### config.mk
export PLATFORM = sky130hd
export DESIGN_NAME = periodic_event_timer_bank
export DESIGN_NICKNAME = d
export VERILOG_FILES = /design/src/sv/pet_pkg.sv /design/src/sv/pet_front.sv /design/src/sv/pet_div.sv /design/src/sv/pet_back.sv /design/src/sv/periodic_event_timer_bank.sv
export SDC_FILE = /design/constraint.sdc
export NUM_CORES = 2
export LEC_CHECK = 0
export ABC_AREA = 0
export BUFFER_PORTS_ARGS = -buffer_cell sky130_fd_sc_hd__buf_4
export CAP_MARGIN = 20
export CORE_MARGIN = 2
export CORE_UTILIZATION = 65
export CTS_BUF_LIST = sky130_fd_sc_hd__clkbuf_8
export DETAILED_ROUTE_END_ITERATION = 7
export PLACE_DENSITY_LB_ADDON = 0.25
export SLEW_MARGIN = 20
export SYNTH_ARGS = -nofsm -noshare
export SYNTH_HDL_FRONTEND = slang
export SYNTH_SLANG_ARGS = --single-unit
### constraint.sdc
create_clock -name clk -period 12.1 [get_ports clk]
set_input_delay 0.605 -clock clk [delete_from_list [all_inputs] [get_ports clk]]
set_output_delay 0.605 -clock clk [all_outputs]
set_load 0.05 [all_outputs]
### src/sv/pet_pkg.sv
// ----------------------------------------------------------------------------
// pet_pkg: shared types and constants of the periodic event timer bank
// Operation codes, queue entry, sequencer states, divider handshake.
// ----------------------------------------------------------------------------
package pet_pkg;

  localparam int NUM_TIMERS  = 16;
  localparam int MAX_FIRINGS = 64;
  localparam int TIDX_W      = $clog2(NUM_TIMERS);
  localparam int CNT_W       = $clog2(MAX_FIRINGS + 1);
  localparam int DVD_W       = 34;
  localparam int DVS_W       = 24;
  localparam int PERMILLE    = 1000;
  localparam logic [31:0] PEND_MAX = 32'h7FFF_FFFF;

  typedef enum logic [2:0] {
    OP_TICK   = 3'd0,
    OP_ADD    = 3'd1,
    OP_RESET  = 3'd2,
    OP_DELETE = 3'd3,
    OP_QUERY  = 3'd4
  } op_e;

  typedef struct packed {
    op_e         op;
    logic [3:0]  idx;
    logic        inb;
    logic [23:0] per;
    logic        rep;
    logic [15:0] clk;
  } cmd_t;

  typedef enum logic [3:0] {
    S_IDLE, S_CHARGE, S_SWEEP, S_CATCH, S_CWAIT, S_MIN, S_FLUSH,
    S_QMUL, S_QSTART, S_QDIV, S_QOUT
  } back_state_e;

  typedef struct packed {
    logic             start;
    logic [DVD_W-1:0] dividend;
    logic [DVS_W-1:0] divisor;
  } div_req_t;

  typedef struct packed {
    logic             done;
    logic [DVD_W-1:0] quot;
    logic [DVS_W-1:0] remdr;
  } div_rsp_t;

  function automatic logic signed [31:0] sat32(input logic signed [33:0] v);
    if (v > 34'sh0_7FFF_FFFF) return 32'sh7FFF_FFFF;
    if (v < -34'sh0_8000_0000) return 32'sh8000_0000;
    return v[31:0];
  endfunction

  function automatic logic [TIDX_W-1:0] tidx(input logic [3:0] idx);
    logic [TIDX_W+3:0] e;
    e = {{TIDX_W{1'b0}}, idx};
    return e[TIDX_W-1:0];
  endfunction

endpackage

### src/sv/pet_front.sv
// ----------------------------------------------------------------------------
// pet_front: input acceptance and classification
// Decode the operation, drop items without effect, queue the rest.
// ----------------------------------------------------------------------------
module pet_front (
  input  logic          clk,
  input  logic          rst,
  input  logic          s_tvalid,
  output logic          s_tready,
  input  logic [47:0]   s_tdata,
  input  logic [2:0]    s_tuser,
  output logic          head_valid,
  output pet_pkg::cmd_t head,
  input  logic          pop
);
  import pet_pkg::*;

  cmd_t       mem [2];
  logic       wp, rp;
  logic [1:0] count;
  cmd_t       cmd;
  logic       keep;
  logic       push;

  always_comb begin
    cmd.op  = op_e'(s_tuser);
    cmd.idx = s_tdata[3:0];
    cmd.inb = 32'(s_tdata[3:0]) < 32'(NUM_TIMERS);
    cmd.per = s_tdata[27:4];
    cmd.rep = s_tdata[28];
    cmd.clk = s_tdata[44:29];
    case (s_tuser)
      OP_TICK, OP_QUERY:           keep = 1'b1;
      OP_ADD, OP_RESET, OP_DELETE: keep = cmd.inb;
      default:                     keep = 1'b0;
    endcase
  end

  assign s_tready   = (count != 2'd2);
  assign push       = s_tvalid && s_tready && keep;
  assign head_valid = (count != 2'd0);
  assign head       = mem[rp];

  always_ff @(posedge clk) begin
    if (push) mem[wp] <= cmd;
    if (rst) begin
      wp    <= 1'b0;
      rp    <= 1'b0;
      count <= 2'd0;
    end else begin
      if (push) wp <= ~wp;
      if (pop)  rp <= ~rp;
      count <= count + {1'b0, push} - {1'b0, pop};
    end
  end

endmodule

### src/sv/pet_div.sv
// ----------------------------------------------------------------------------
// pet_div: serial restoring divider
// One quotient bit a cycle; gives quotient and remainder.
// ----------------------------------------------------------------------------
module pet_div (
  input  logic              clk,
  input  logic              rst,
  input  pet_pkg::div_req_t req,
  output pet_pkg::div_rsp_t rsp
);
  import pet_pkg::*;

  localparam int CW = $clog2(DVD_W + 1);

  logic [DVS_W-1:0] r;
  logic [DVS_W-1:0] d;
  logic [DVD_W-1:0] dq;
  logic [CW-1:0]    cnt;
  logic             busy;
  logic             done;
  logic [DVS_W:0]   t;
  logic             ge;

  always_comb begin
    t  = {r, dq[DVD_W-1]};
    ge = t >= {1'b0, d};
  end

  always_ff @(posedge clk) begin
    if (req.start) begin
      r  <= '0;
      d  <= req.divisor;
      dq <= req.dividend;
    end else if (busy) begin
      r  <= ge ? DVS_W'(t - {1'b0, d}) : t[DVS_W-1:0];
      dq <= {dq[DVD_W-2:0], ge};
    end
    if (rst) begin
      busy <= 1'b0;
      done <= 1'b0;
      cnt  <= '0;
    end else begin
      done <= 1'b0;
      if (req.start) begin
        busy <= 1'b1;
        cnt  <= CW'(DVD_W);
      end else if (busy) begin
        cnt <= cnt - CW'(1);
        if (cnt == CW'(1)) begin
          busy <= 1'b0;
          done <= 1'b1;
        end
      end
    end
  end

  assign rsp.done  = done;
  assign rsp.quot  = dq;
  assign rsp.remdr = r;

endmodule

### src/sv/pet_back.sv
// ----------------------------------------------------------------------------
// pet_back: timer state and operation sequencer
// Carry out queued operations, run tick passes, drive the result register.
// ----------------------------------------------------------------------------
module pet_back (
  input  logic              clk,
  input  logic              rst,
  input  logic              head_valid,
  input  pet_pkg::cmd_t     head,
  output logic              pop,
  output pet_pkg::div_req_t dreq,
  input  pet_pkg::div_rsp_t drsp,
  output logic              m_tvalid,
  input  logic              m_tready,
  output logic [15:0]       m_tdata,
  output logic              m_tlast,
  output logic              m_tuser
);
  import pet_pkg::*;

  back_state_e state, state_next;

  logic               act [NUM_TIMERS];
  logic signed [31:0] rem [NUM_TIMERS];
  logic [23:0]        rel [NUM_TIMERS];
  logic [31:0]        pending;
  logic signed [31:0] earliest;

  logic [TIDX_W-1:0]  i;
  logic [CNT_W-1:0]   n;
  logic               ov, again, hv;
  logic [3:0]         h_idx;
  logic               o_valid, o_fired, o_act, o_ov, o_last;
  logic [3:0]         o_idx;
  logic [9:0]         o_prog;
  logic signed [33:0] num;
  logic [33:0]        prod;
  logic [23:0]        qp;
  logic               q_act;
  logic [9:0]         q_prog;
  logic [3:0]         q_idx;

  logic [TIDX_W-1:0]  addr;
  logic               ra;
  logic signed [31:0] rr;
  logic [23:0]        rl;
  logic               free, due, below, stall, last_i, again_now, catch_hit, pass;
  logic signed [31:0] rem_plus, rem_minus, rem_reset;
  logic [32:0]        pend_sum;
  logic [31:0]        pend_new;
  logic [CNT_W-1:0]   n_next;

  always_comb begin
    addr      = (state == S_IDLE) ? tidx(head.idx) : i;
    ra        = act[addr];
    rr        = rem[addr];
    rl        = rel[addr];
    free      = !o_valid || m_tready;
    last_i    = (i == TIDX_W'(NUM_TIMERS - 1));
    due       = ra && (rr <= 0);
    below     = n < CNT_W'(MAX_FIRINGS);
    stall     = due && below && hv && !free;
    rem_plus  = sat32(34'(rr) + $signed({10'b0, rl}));
    rem_minus = sat32(34'(rr) - $signed({2'b0, pending}));
    rem_reset = sat32($signed({10'b0, rl}) + $signed({2'b0, pending}));
    again_now = again || (due && (rl != 24'd0) && (rem_plus <= 0));
    n_next    = n + CNT_W'(due && below);
    catch_hit = ra && (rr <= 0) && (rl != 24'd0);
    pend_sum  = {1'b0, pending} + 33'(head.clk);
    pend_new  = (pend_sum > 33'(PEND_MAX)) ? PEND_MAX : pend_sum[31:0];
    pass      = (head.clk == 16'd0) ||
                !($signed({earliest[31], earliest}) > $signed({1'b0, pend_new}));

    pop        = 1'b0;
    dreq.start = 1'b0;
    dreq.dividend = prod;
    dreq.divisor  = qp;
    state_next = state;
    case (state)
      S_IDLE: begin
        if (head_valid) begin
          pop = 1'b1;
          case (head.op)
            OP_TICK:  if (pass) state_next = S_CHARGE;
            OP_QUERY: state_next = (head.inb && ra && rl != 24'd0) ? S_QMUL : S_QOUT;
            default:  state_next = S_IDLE;
          endcase
        end
      end
      S_CHARGE: if (last_i) state_next = S_SWEEP;
      S_SWEEP: begin
        if (!stall && last_i) begin
          if (again_now && n_next >= CNT_W'(MAX_FIRINGS)) state_next = S_CATCH;
          else if (again_now)                            state_next = S_SWEEP;
          else                                           state_next = S_MIN;
        end
      end
      S_CATCH: begin
        if (catch_hit) begin
          dreq.start    = 1'b1;
          dreq.dividend = DVD_W'(-34'(rr));
          dreq.divisor  = rl;
          state_next    = S_CWAIT;
        end else if (last_i) begin
          state_next = S_MIN;
        end
      end
      S_CWAIT: if (drsp.done) state_next = last_i ? S_MIN : S_CATCH;
      S_MIN:   if (last_i) state_next = S_FLUSH;
      S_FLUSH: if (!hv || free) state_next = S_IDLE;
      S_QMUL: begin
        if (num <= 0 || num >= $signed({10'b0, qp})) state_next = S_QOUT;
        else                                          state_next = S_QSTART;
      end
      S_QSTART: begin
        dreq.start = 1'b1;
        state_next = S_QDIV;
      end
      S_QDIV: if (drsp.done) state_next = S_QOUT;
      S_QOUT: if (free) state_next = S_IDLE;
      default: state_next = S_IDLE;
    endcase
  end

  always_ff @(posedge clk) begin
    if (rst) state <= S_IDLE;
    else     state <= state_next;
  end

  always_ff @(posedge clk) begin
    if (rst) begin
      for (int k = 0; k < NUM_TIMERS; k++) begin
        act[k] <= 1'b0;
        rem[k] <= '0;
        rel[k] <= '0;
      end
      pending  <= '0;
      earliest <= '0;
      o_valid  <= 1'b0;
      hv       <= 1'b0;
      i        <= '0;
      n        <= '0;
      ov       <= 1'b0;
      again    <= 1'b0;
    end else begin
      if (o_valid && m_tready) o_valid <= 1'b0;
      case (state)
        S_IDLE: begin
          i     <= '0;
          n     <= '0;
          ov    <= 1'b0;
          again <= 1'b0;
          if (head_valid) begin
            case (head.op)
              OP_TICK: pending <= pend_new;
              OP_ADD: begin
                act[addr] <= 1'b1;
                rem[addr] <= $signed({8'b0, head.per});
                rel[addr] <= head.rep ? ((head.per == 24'd0) ? 24'd1 : head.per) : 24'd0;
                if (earliest < 0 || $signed({8'b0, head.per}) < earliest)
                  earliest <= $signed({8'b0, head.per});
              end
              OP_RESET:  if (ra) rem[addr] <= rem_reset;
              OP_DELETE: act[addr] <= 1'b0;
              OP_QUERY: begin
                q_idx  <= head.idx;
                q_act  <= head.inb && ra;
                q_prog <= '0;
                qp     <= rl;
                num    <= $signed({10'b0, rl}) - 34'(rr) + $signed({2'b0, pending});
              end
              default: ;
            endcase
          end
        end
        S_CHARGE: begin
          if (ra) rem[i] <= rem_minus;
          i <= i + TIDX_W'(1);
          if (last_i) begin
            pending <= '0;
            i       <= '0;
          end
        end
        S_SWEEP: begin
          if (!stall) begin
            if (due) begin
              if (below) begin
                if (hv) begin
                  // push the held firing; it is not the final one
                  o_valid <= 1'b1;
                  o_fired <= 1'b1;
                  o_idx   <= h_idx;
                  o_act   <= 1'b0;
                  o_prog  <= '0;
                  o_ov    <= 1'b0;
                  o_last  <= 1'b0;
                end
                hv    <= 1'b1;
                h_idx <= 4'(i);
              end else begin
                ov <= 1'b1;
              end
              if (rl != 24'd0) rem[i] <= rem_plus;
              else             act[i] <= 1'b0;
            end
            n     <= n_next;
            again <= again_now;
            i     <= i + TIDX_W'(1);
            if (last_i) begin
              i     <= '0;
              again <= 1'b0;
              if (!again_now || n_next < CNT_W'(MAX_FIRINGS)) begin
                if (!again_now) earliest <= -32'sd1;
              end
            end
          end
        end
        S_CATCH: begin
          if (!catch_hit) begin
            i <= i + TIDX_W'(1);
            if (last_i) begin
              i        <= '0;
              earliest <= -32'sd1;
            end
          end
        end
        S_CWAIT: begin
          if (drsp.done) begin
            rem[i] <= $signed({8'b0, rl - drsp.remdr});
            ov     <= 1'b1;
            i      <= i + TIDX_W'(1);
            if (last_i) begin
              i        <= '0;
              earliest <= -32'sd1;
            end
          end
        end
        S_MIN: begin
          if (ra && (earliest < 0 || rr < earliest)) earliest <= rr;
          i <= i + TIDX_W'(1);
        end
        S_FLUSH: begin
          if (hv && free) begin
            o_valid <= 1'b1;
            o_fired <= 1'b1;
            o_idx   <= h_idx;
            o_act   <= 1'b0;
            o_prog  <= '0;
            o_ov    <= ov;
            o_last  <= 1'b1;
            hv      <= 1'b0;
          end
        end
        S_QMUL: begin
          prod <= {10'b0, num[23:0]} * 34'(PERMILLE);
          if (num >= $signed({10'b0, qp}) && num > 0) q_prog <= 10'(PERMILLE);
        end
        S_QDIV: if (drsp.done) q_prog <= drsp.quot[9:0];
        S_QOUT: begin
          if (free) begin
            o_valid <= 1'b1;
            o_fired <= 1'b0;
            o_idx   <= q_idx;
            o_act   <= q_act;
            o_prog  <= q_prog;
            o_ov    <= 1'b0;
            o_last  <= 1'b1;
          end
        end
        default: ;
      endcase
    end
  end

  assign m_tvalid = o_valid;
  assign m_tdata  = {o_ov, o_prog, o_act, o_idx};
  assign m_tlast  = o_last;
  assign m_tuser  = o_fired;

endmodule

### src/sv/periodic_event_timer_bank.sv
// ----------------------------------------------------------------------------
// periodic_event_timer_bank: bank of one-shot and repeating countdown timers
// Stream in operations, stream out expiry reports and query answers.
// ----------------------------------------------------------------------------
// Sixteen timers driven by a stream of operations (tick, add, reset, delete,
// query). Add, reset and delete are handled in the sequencer's idle state
// and give no beat. A query gives one beat; when the timer is active and
// repeats, its per-mille progress goes through the serial divider unless it
// is 0 or 1000. A tick that reaches the earliest deadline (or carries zero
// clocks) runs a pass: charge the pending count into every active timer,
// sweep once per round of firings, run a catch-up reload through the divider
// for each repeating timer still due once the 64-beat limit is reached, and
// find the new earliest deadline. A two-entry queue in front lets items
// arrive while a pass runs, and the output register holds a beat while the
// next one is prepared. Each firing up to the 64-beat limit gives one beat;
// the final beat of a pass carries tlast and the overrun flag.
module periodic_event_timer_bank (
  input  logic        clk,
  input  logic        rst,
  input  logic        s_tvalid,
  output logic        s_tready,
  input  logic [47:0] s_tdata,   // event_index[3:0], period_clocks[27:4],
                                 // repeat_mode[28], elapsed_clocks[44:29]
  input  logic [2:0]  s_tuser,   // operation
  output logic        m_tvalid,
  input  logic        m_tready,
  output logic [15:0] m_tdata,   // fired_index[3:0], active[4],
                                 // progress[14:5], overrun[15]
  output logic        m_tlast,   // last
  output logic        m_tuser    // fired
);
  import pet_pkg::*;

  logic     head_valid;
  cmd_t     head;
  logic     pop;
  div_req_t dreq;
  div_rsp_t drsp;

  // accept and classify operations
  pet_front u_front (
    .clk, .rst, .s_tvalid, .s_tready, .s_tdata, .s_tuser,
    .head_valid, .head, .pop
  );

  // shared divider for catch-up reloads and progress
  pet_div u_div (.clk, .rst, .req(dreq), .rsp(drsp));

  // advance timers and deliver result beats
  pet_back u_back (
    .clk, .rst, .head_valid, .head, .pop, .dreq, .drsp,
    .m_tvalid, .m_tready, .m_tdata, .m_tlast, .m_tuser
  );

  a_query_last: assert property (@(posedge clk) disable iff (rst)
    m_tvalid && !m_tuser |-> m_tlast && !m_tdata[15])
    else $error("query beat without last or with overrun");

  a_fired_clean: assert property (@(posedge clk) disable iff (rst)
    m_tvalid && m_tuser |-> m_tdata[14:4] == 11'd0)
    else $error("expiry beat carries query fields");

  a_prog_range: assert property (@(posedge clk) disable iff (rst)
    m_tvalid |-> m_tdata[14:5] <= 10'd1000)
    else $error("progress above 1000");

endmodule

---- After elaboration in Yosys (flattened, before gate mapping) ----
Memories as Yosys holds them, arrays and structs flattened. A register that Yosys moved wholly into a read port is not among the register bits.
Index checks and enable logic that the tools add are counted.
W data, S select, Z words.
word-level totals
  register bits after elaboration ......... 303
  memory bits (writable) .................. 1008
  input port bits ......................... 55
  logic and storage cells ................. 391
  memories ................................ 4
memory list
  memory       words  width  read ports  clocked after Yosys merged registers in  write ports  RTL line         text
  u_back.rem   16     32     1           0                                        16           pet_back.sv:24   logic signed [31:0] rem [NUM_TIMERS];
  u_back.rel   16     24     1           0                                        16           pet_back.sv:25   logic [23:0] rel [NUM_TIMERS];
  u_front.mem  2      48     1           1                                        1            pet_front.sv:18  cmd_t mem [2];
  u_back.act   16     1      1           0                                        16           pet_back.sv:23   logic act [NUM_TIMERS];
cells by class
  $add $sub $neg .......................... 14
  $mul .................................... 1
  order comparisons ....................... 20
  eq/ne operators ......................... 47
  multiplexer cells ....................... 198
  bitwise gates (word level) .............. 9
  reduce and logical (&&, ||, !) cells .... 66
operator list
  cell                    count
  $mux W32                32
  $pmux W32 S5            1
  $mux W4                 29
  $gt A34 B32 Y1 const B  3
  $lt A34 B32 Y1 const B  3
  $mux W10                10
  $mux W24                4
  $mux W1                 95
  $mux W34                2
  $le A32 B1 Y1 const B   2
  $pmux W32 S2            1
  $reduce_or A32 Y1       2
  $pmux W10 S3            2
  $mux W59                1
  $mux W58                1
  $sub A24 B24 Y24        2
  $pmux W4 S11            1
  $add A34 B33 Y34        1
  $ge A34 B25 Y1          1
  $gt A34 B1 Y1 const B   1
  $le A34 B1 Y1 const B   1
  $neg A32 Y34            1
  $sub A32 B33 Y34        1
  $add A24 B32 Y33        1
  other kinds (66)        157

---- Longest topological paths before layout ----
An unclocked memory read counts as a cell.
  depth after elaboration ................. 18
  mapped depth ............................ 45
  mapped depth without buffers ............ 38

---- Cells and area by module ----
From an unflattened synthesis, not the netlist that was laid out.
second synthesis, totals
  cell total of the unflattened synthesis .. 7385
  area, all modules ....................... 76708.6 um^2
modules (own cells, without submodules)
  module     instances  cells an instance  area an instance (um^2)
  pet_back   1          6736               67915.1
  pet_div    1          472                5007.3
  pet_front  1          177                3786.1

---- Least setup slack after synthesis ----
Ideal clock, no wire load.
  path kind ............................... reg-to-reg
  start ................................... reg u_back.state[0]
  end ..................................... reg u_back.num[0], enable pin
  setup time .............................. 0.662 ns
  arrival time ............................ 8.095 ns
  data required time ...................... 11.438 ns
  setup slack ............................. 3.343 ns
  stages on the path, launching flop included .. 7
  path buffers ............................ 3
  path through ............................ dfxtp_1 > buf_4 > nor4_4 > buf_6 > clkbuf_1 > o21ai_0 > nor4b_1
on the way
  longest elaborated chain between the ends .. 2
ends and longest elaborated chain
  element                             RTL line         text
  from (decl)                         pet_back.sv:21   back_state_e state, state_next;
  from (signal assigned)              pet_back.sv:127  else state <= state_next;
  $logic_not A4 Y1                    pet_back.sv:147  case (state)
  $reduce_and A4 Y1 (no source line)  n/a
  to (signal assigned)                pet_back.sv:170  num <= $signed({10'b0, rl}) - 34'(rr) + $signed({2'b0, pending});
  to (decl)                           pet_back.sv:36   logic signed [33:0] num;
No other way between the ends.
A chain may end at the register's enable or synchronous reset.

==> metrics.txt <==
# TYPE chip_impl_metric gauge
chip_impl_metric{name="timing.final.crit_share",unit="%"} 85.3
chip_impl_info{name="crit_start",value="u_back.state[3]"} 1
chip_impl_metric{name="worst_r2r_path_depth",unit=""} 24
chip_impl_info{name="worstSetupStartpointType",value="flip-flop"} 1
chip_impl_metric{name="setup_total_negative_slack",unit="ps"} 0
chip_impl_metric{name="ys.warnings.count",unit=""} 0
chip_impl_metric{name="critical_path.n_buffers_inverters",unit=""} 5
chip_impl_metric{name="via_count_of_the_first_global_routing_pass",unit=""} 55551
chip_impl_info{name="critical_path.slowest_cell",value="sky130_fd_sc_hd__nor4_1"} 1
chip_impl_metric{name="max_fanout_on_critical_path",unit=""} 20
chip_impl_metric{name="num_vias",unit=""} 56826
chip_impl_info{name="outcome",value="finished, final reports clean"} 1
chip_impl_metric{name="portBuffers",unit=""} 71
chip_impl_metric{name="maximum_number_of_pins_on_one_net_before_global_route_repair",unit=""} 88
chip_impl_metric{name="detail_route.wirelength",unit="mm"} 234
chip_impl_metric{name="final.setup_skew",unit="ps"} 54.7
chip_impl_metric{name="count_of_flip_flops_with_a_built_in_enable_after_synthesis",unit=""} 1192
chip_impl_metric{name="tightestPinTransition",unit="ps"} 1210
chip_impl_metric{name="chipHeight",unit="µm"} 343
chip_impl_metric{name="design.portCount",unit=""} 75
chip_impl_metric{name="worst-endpoint-arrival",unit="ps"} 10900
chip_impl_metric{name="cts-buffers-inserted",unit=""} 207
chip_impl_metric{name="cts_num_sinks",unit=""} 1312
chip_impl_metric{name="synth-simple-area-share",unit="%"} 14.1
chip_impl_metric{name="finalWorstPathRequiredPeriod",unit="ps"} 10320
chip_impl_metric{name="yosys_register_bits",unit=""} 1312
chip_impl_metric{name="h-tree-depth",unit=""} 4
chip_impl_metric{name="layout.area.seq",unit="mm²"} 0.0382
chip_impl_metric{name="critical_path_depth",unit=""} 24
chip_impl_metric{name="antenna_found_initial",unit=""} 2
chip_impl_info{name="worstReg2RegStart",value="u_back.state[3]"} 1
chip_impl_info{name="rsz0062_at_grt",value="no"} 1
chip_impl_metric{name="slew_headroom",unit="%"} 19.0
chip_impl_metric{name="clk_pin_slew_worst_paths",unit="ps"} 60
chip_impl_metric{name="crit_required",unit="ps"} 12670
chip_impl_info{name="path_cells",value="nor4_4 > mux2i_4 > buf_4 > buf_4 > mux4_2 > nand2_1 > a31oi_1 > nor4_1 > nand2_1 > nor2_1 > nand3_1 > or3_1 > ha_1 > nor3_1 > nand2_1 > a21oi_2 > buf_4 > a211oi_2 > buf_4 > nand3_1 > and2_1 > nand2_1 > nand2_2 > buf_4"} 1
chip_impl_metric{name="synth-compound-area-share",unit="%"} 9.64
chip_impl_metric{name="initial_core_util",unit="%"} 65.4
chip_impl_metric{name="ant_nets",unit=""} 0
chip_impl_metric{name="synthesis.area_per_instance",unit="µm²"} 11.1
chip_impl_info{name="clock-root-buffer",value="sky130_fd_sc_hd__clkbuf_8"} 1
chip_impl_metric{name="fp.coreArea",unit="mm²"} 0.114
chip_impl_info{name="crit_top_cell",value="sky130_fd_sc_hd__buf_4"} 1
chip_impl_metric{name="achievable_frequency",unit="MHz"} 96.9
chip_impl_metric{name="reg2reg_setup_slack",unit="ps"} 1780
chip_impl_metric{name="overflow",unit=""} 0
chip_impl_metric{name="post_cts_hold_buffer_count",unit=""} 49
chip_impl_metric{name="syn-instance-count",unit=""} 6728
chip_impl_metric{name="share_of_final_layout_standard_cells_stronger_than_drive_strength_1",unit="%"} 13.4
chip_impl_metric{name="remaining_drc_errors",unit=""} 0
chip_impl_metric{name="drt_pass1_iterations",unit=""} 8
chip_impl_info{name="rr_endpoint",value="u_back.rem[10][29]"} 1
chip_impl_info{name="crit_path_end_kind",value="flip-flop"} 1
chip_impl_metric{name="post_synth_fa_ha_maj_area_fraction",unit="%"} 9.21
chip_impl_metric{name="grt.total_usage",unit="%"} 39.7
chip_impl_info{name="timing.critical_path.max_delay_family",value="simple AND/OR/NAND/NOR gates"} 1
chip_impl_metric{name="nets",unit=""} 7468
chip_impl_metric{name="gpl.final_weighted_congestion",unit=""} 1.02
chip_impl_metric{name="drt-wirelength-per-cell",unit="µm"} 27.2
chip_impl_info{name="main_combinational_cell_family_by_area_after_synthesis",value="simple AND/OR/NAND/NOR gates"} 1
chip_impl_info{name="critical_path.endpoint",value="u_back.rem[10][29]"} 1
chip_impl_metric{name="clock_latency",unit="ps"} 940
chip_impl_info{name="hold_path_class",value="input port to flip-flop"} 1
chip_impl_metric{name="setup_viol",unit=""} 0
chip_impl_metric{name="report.final.hold_viol_count",unit=""} 0
chip_impl_metric{name="post-cts-setup-buffers",unit=""} 0
chip_impl_info{name="ys.flop_type",value="sky130_fd_sc_hd__edfxtp_1"} 1
chip_impl_metric{name="drt_iter0_drc",unit=""} 7758
chip_impl_metric{name="synth_seq_area_share",unit="%"} 51.2
chip_impl_metric{name="yosysUniqueCellTypes",unit=""} 104
chip_impl_metric{name="viasPerCell",unit=""} 6.60
chip_impl_metric{name="synth_xor_area_share",unit="%"} 3.00
chip_impl_metric{name="area_taken_by_multi_input_logic_gates",unit="mm²"} 0.0338
chip_impl_metric{name="n_fill_cell",unit=""} 7964
chip_impl_metric{name="max-cap-violations",unit=""} 0
chip_impl_metric{name="clockBufferDepth",unit=""} 3
chip_impl_metric{name="synth_mux_area_share",unit="%"} 8.86
chip_impl_metric{name="areaGrowthSynthToFinish",unit="%"} 9.84
chip_impl_metric{name="chipWidth",unit="µm"} 343
chip_impl_metric{name="synthArstFlopShare",unit="%"} 0
chip_impl_metric{name="timing_max_transition_violations_final",unit=""} 0
chip_impl_metric{name="die-area",unit="mm²"} 0.118
chip_impl_info{name="criticalPathCategory",value="flip-flop to flip-flop"} 1
chip_impl_metric{name="cpPeakStageDelay",unit="ps"} 1020
chip_impl_metric{name="syn-cell-area",unit="mm²"} 0.0747
chip_impl_metric{name="post_cts_resize_count",unit=""} 0
chip_impl_info{name="cts_tree",value="built"} 1
chip_impl_metric{name="grt_pass1_wl",unit="mm"} 343
chip_impl_metric{name="rows",unit=""} 124
chip_impl_metric{name="post-dp-hpwl",unit="mm"} 165
[sequential cells by signal, indices dropped and copies added, names as in the netlist, 6 cells and up, named ones only]
name             count
u_back.rem         512
u_back.rel         384
u_front.mem         96
u_back.num          34
u_div.dq            34
u_back.earliest     32
u_back.pending      32
u_back.prod         31
u_back.qp           24
u_div.d             24
u_div.r             24
u_back.act          16
u_back.o_prog       10
u_back.q_prog       10
u_back.n             7
u_div.cnt            6
[worst min-delay path by stage]
stage                           start         endpoint  cells after the start
after floorplan           u_back.i[2]  u_back.h_idx[2]                      0
after global placement    u_back.n[0]      u_back.n[0]                      2
after detailed placement  u_back.n[0]      u_back.n[0]                      2
after CTS                         rst      u_back.n[6]                      2
after global routing              rst       u_front.rp                      2
final                             rst      u_back.i[1]                      2
[layout make-up]
type / count / area share (%)
sequential: 1312 / 46.6
multi-input combinational: 4703 / 41.2
clock buffer: 211 / 3.54
timing repair buffer: 356 / 3.50
tap: 1512 / 2.31
inverter: 342 / 1.57
clock inverter: 167 / 1.29
antenna: 3 / 0.00915
[metal layers]
layer  wire [µm]  vias up  global-route usage (%)  share of wire [%]
li1            -    24721                       -                  -
met1       85000    27609                    52.9                 36
met2      104000     3889                    60.2                 45
met3       31100      605                    10.3                 13
met4       13800        2                    21.4                5.9
met5          14        -                       0             0.0060
[metrics by stage]
stage | util [%] | worst slack [ps] | instances | hold slack [ps] | instance area (µm²)
6_report | 71.8 | 1780 | 8606 | 241 | 82000
5_1_grt | 71.8 | 1290 | 8605 | 220 | 82000
4_1_cts | 71.8 | 2130 | 8603 | 178 | 82000
3_5_place_dp | 67.9 | 2140 | 8176 | 453 | 77500
3_3_place_gp | 67.9 | 2240 | 8176 | 445 | 77500
2_1_floorplan | - | 3340 | 6729 | 428 | 74700
[layout by cell type, fill, tap and decap left out, types with 30 or more instances in the layout]
master	n
sky130_fd_sc_hd__nor2_1	1201
sky130_fd_sc_hd__clkinv_2	37
sky130_fd_sc_hd__mux4_2	200
sky130_fd_sc_hd__edfxtp_1	1192
sky130_fd_sc_hd__o21bai_1	43
sky130_fd_sc_hd__dlygate4sd3_1	49
sky130_fd_sc_hd__nand2_1	616
sky130_fd_sc_hd__clkbuf_8	211
sky130_fd_sc_hd__a21oi_1	292
sky130_fd_sc_hd__nand2b_1	47
sky130_fd_sc_hd__inv_1	390
sky130_fd_sc_hd__a21o_1	90
sky130_fd_sc_hd__nor2b_1	57
sky130_fd_sc_hd__o21ai_0	235
sky130_fd_sc_hd__xor2_1	79
sky130_fd_sc_hd__buf_4	301
sky130_fd_sc_hd__a211oi_1	41
sky130_fd_sc_hd__ha_1	397
sky130_fd_sc_hd__xnor2_1	177
sky130_fd_sc_hd__nor3_1	104
sky130_fd_sc_hd__and2_1	33
sky130_fd_sc_hd__fa_1	94
sky130_fd_sc_hd__nand3_1	110
sky130_fd_sc_hd__a22oi_1	36
sky130_fd_sc_hd__nand4_1	43
sky130_fd_sc_hd__a31oi_1	90
sky130_fd_sc_hd__a221oi_1	30
sky130_fd_sc_hd__mux2i_1	146
sky130_fd_sc_hd__clkinv_1	54
sky130_fd_sc_hd__mux2_2	46
sky130_fd_sc_hd__and3_1	78
sky130_fd_sc_hd__o21a_1	33
sky130_fd_sc_hd__dfxtp_1	118
[kinds of logic after synthesis]
| logic type | after synthesis |
|---|---|
| buffers and inverters | 714 |
| AO/OA/AOI/OAI | 1105 |
| XOR/XNOR | 256 |
| flip-flops | 1312 |
| AND/OR/NAND/NOR | 2442 |
| multiplexers | 404 |
| adder cells (fa/ha/maj) | 494 |
| other | 1 |
[cells in the mapped netlist (all sizes together), types with 113 or more instances]
cell / n / area share, %
nand2: 637 / 3.2
nand3: 113 / 0.76
a21oi: 295 / 2.0
edfxtp: 1192 / 48
ha: 397 / 6.7
o21ai: 239 / 1.6
mux4: 200 / 6.0
dfxtp: 120 / 3.2
nor2: 1209 / 6.1
xnor2: 177 / 2.1
inv: 340 / 1.7
buf: 177 / 1.3
clkbuf: 195 / 0.98
nor3: 113 / 0.79
mux2i: 156 / 2.1
Power is left out: the tool's default activity adds up to more than one toggle a clock period on the data nets, which glitch-free logic cannot reach.
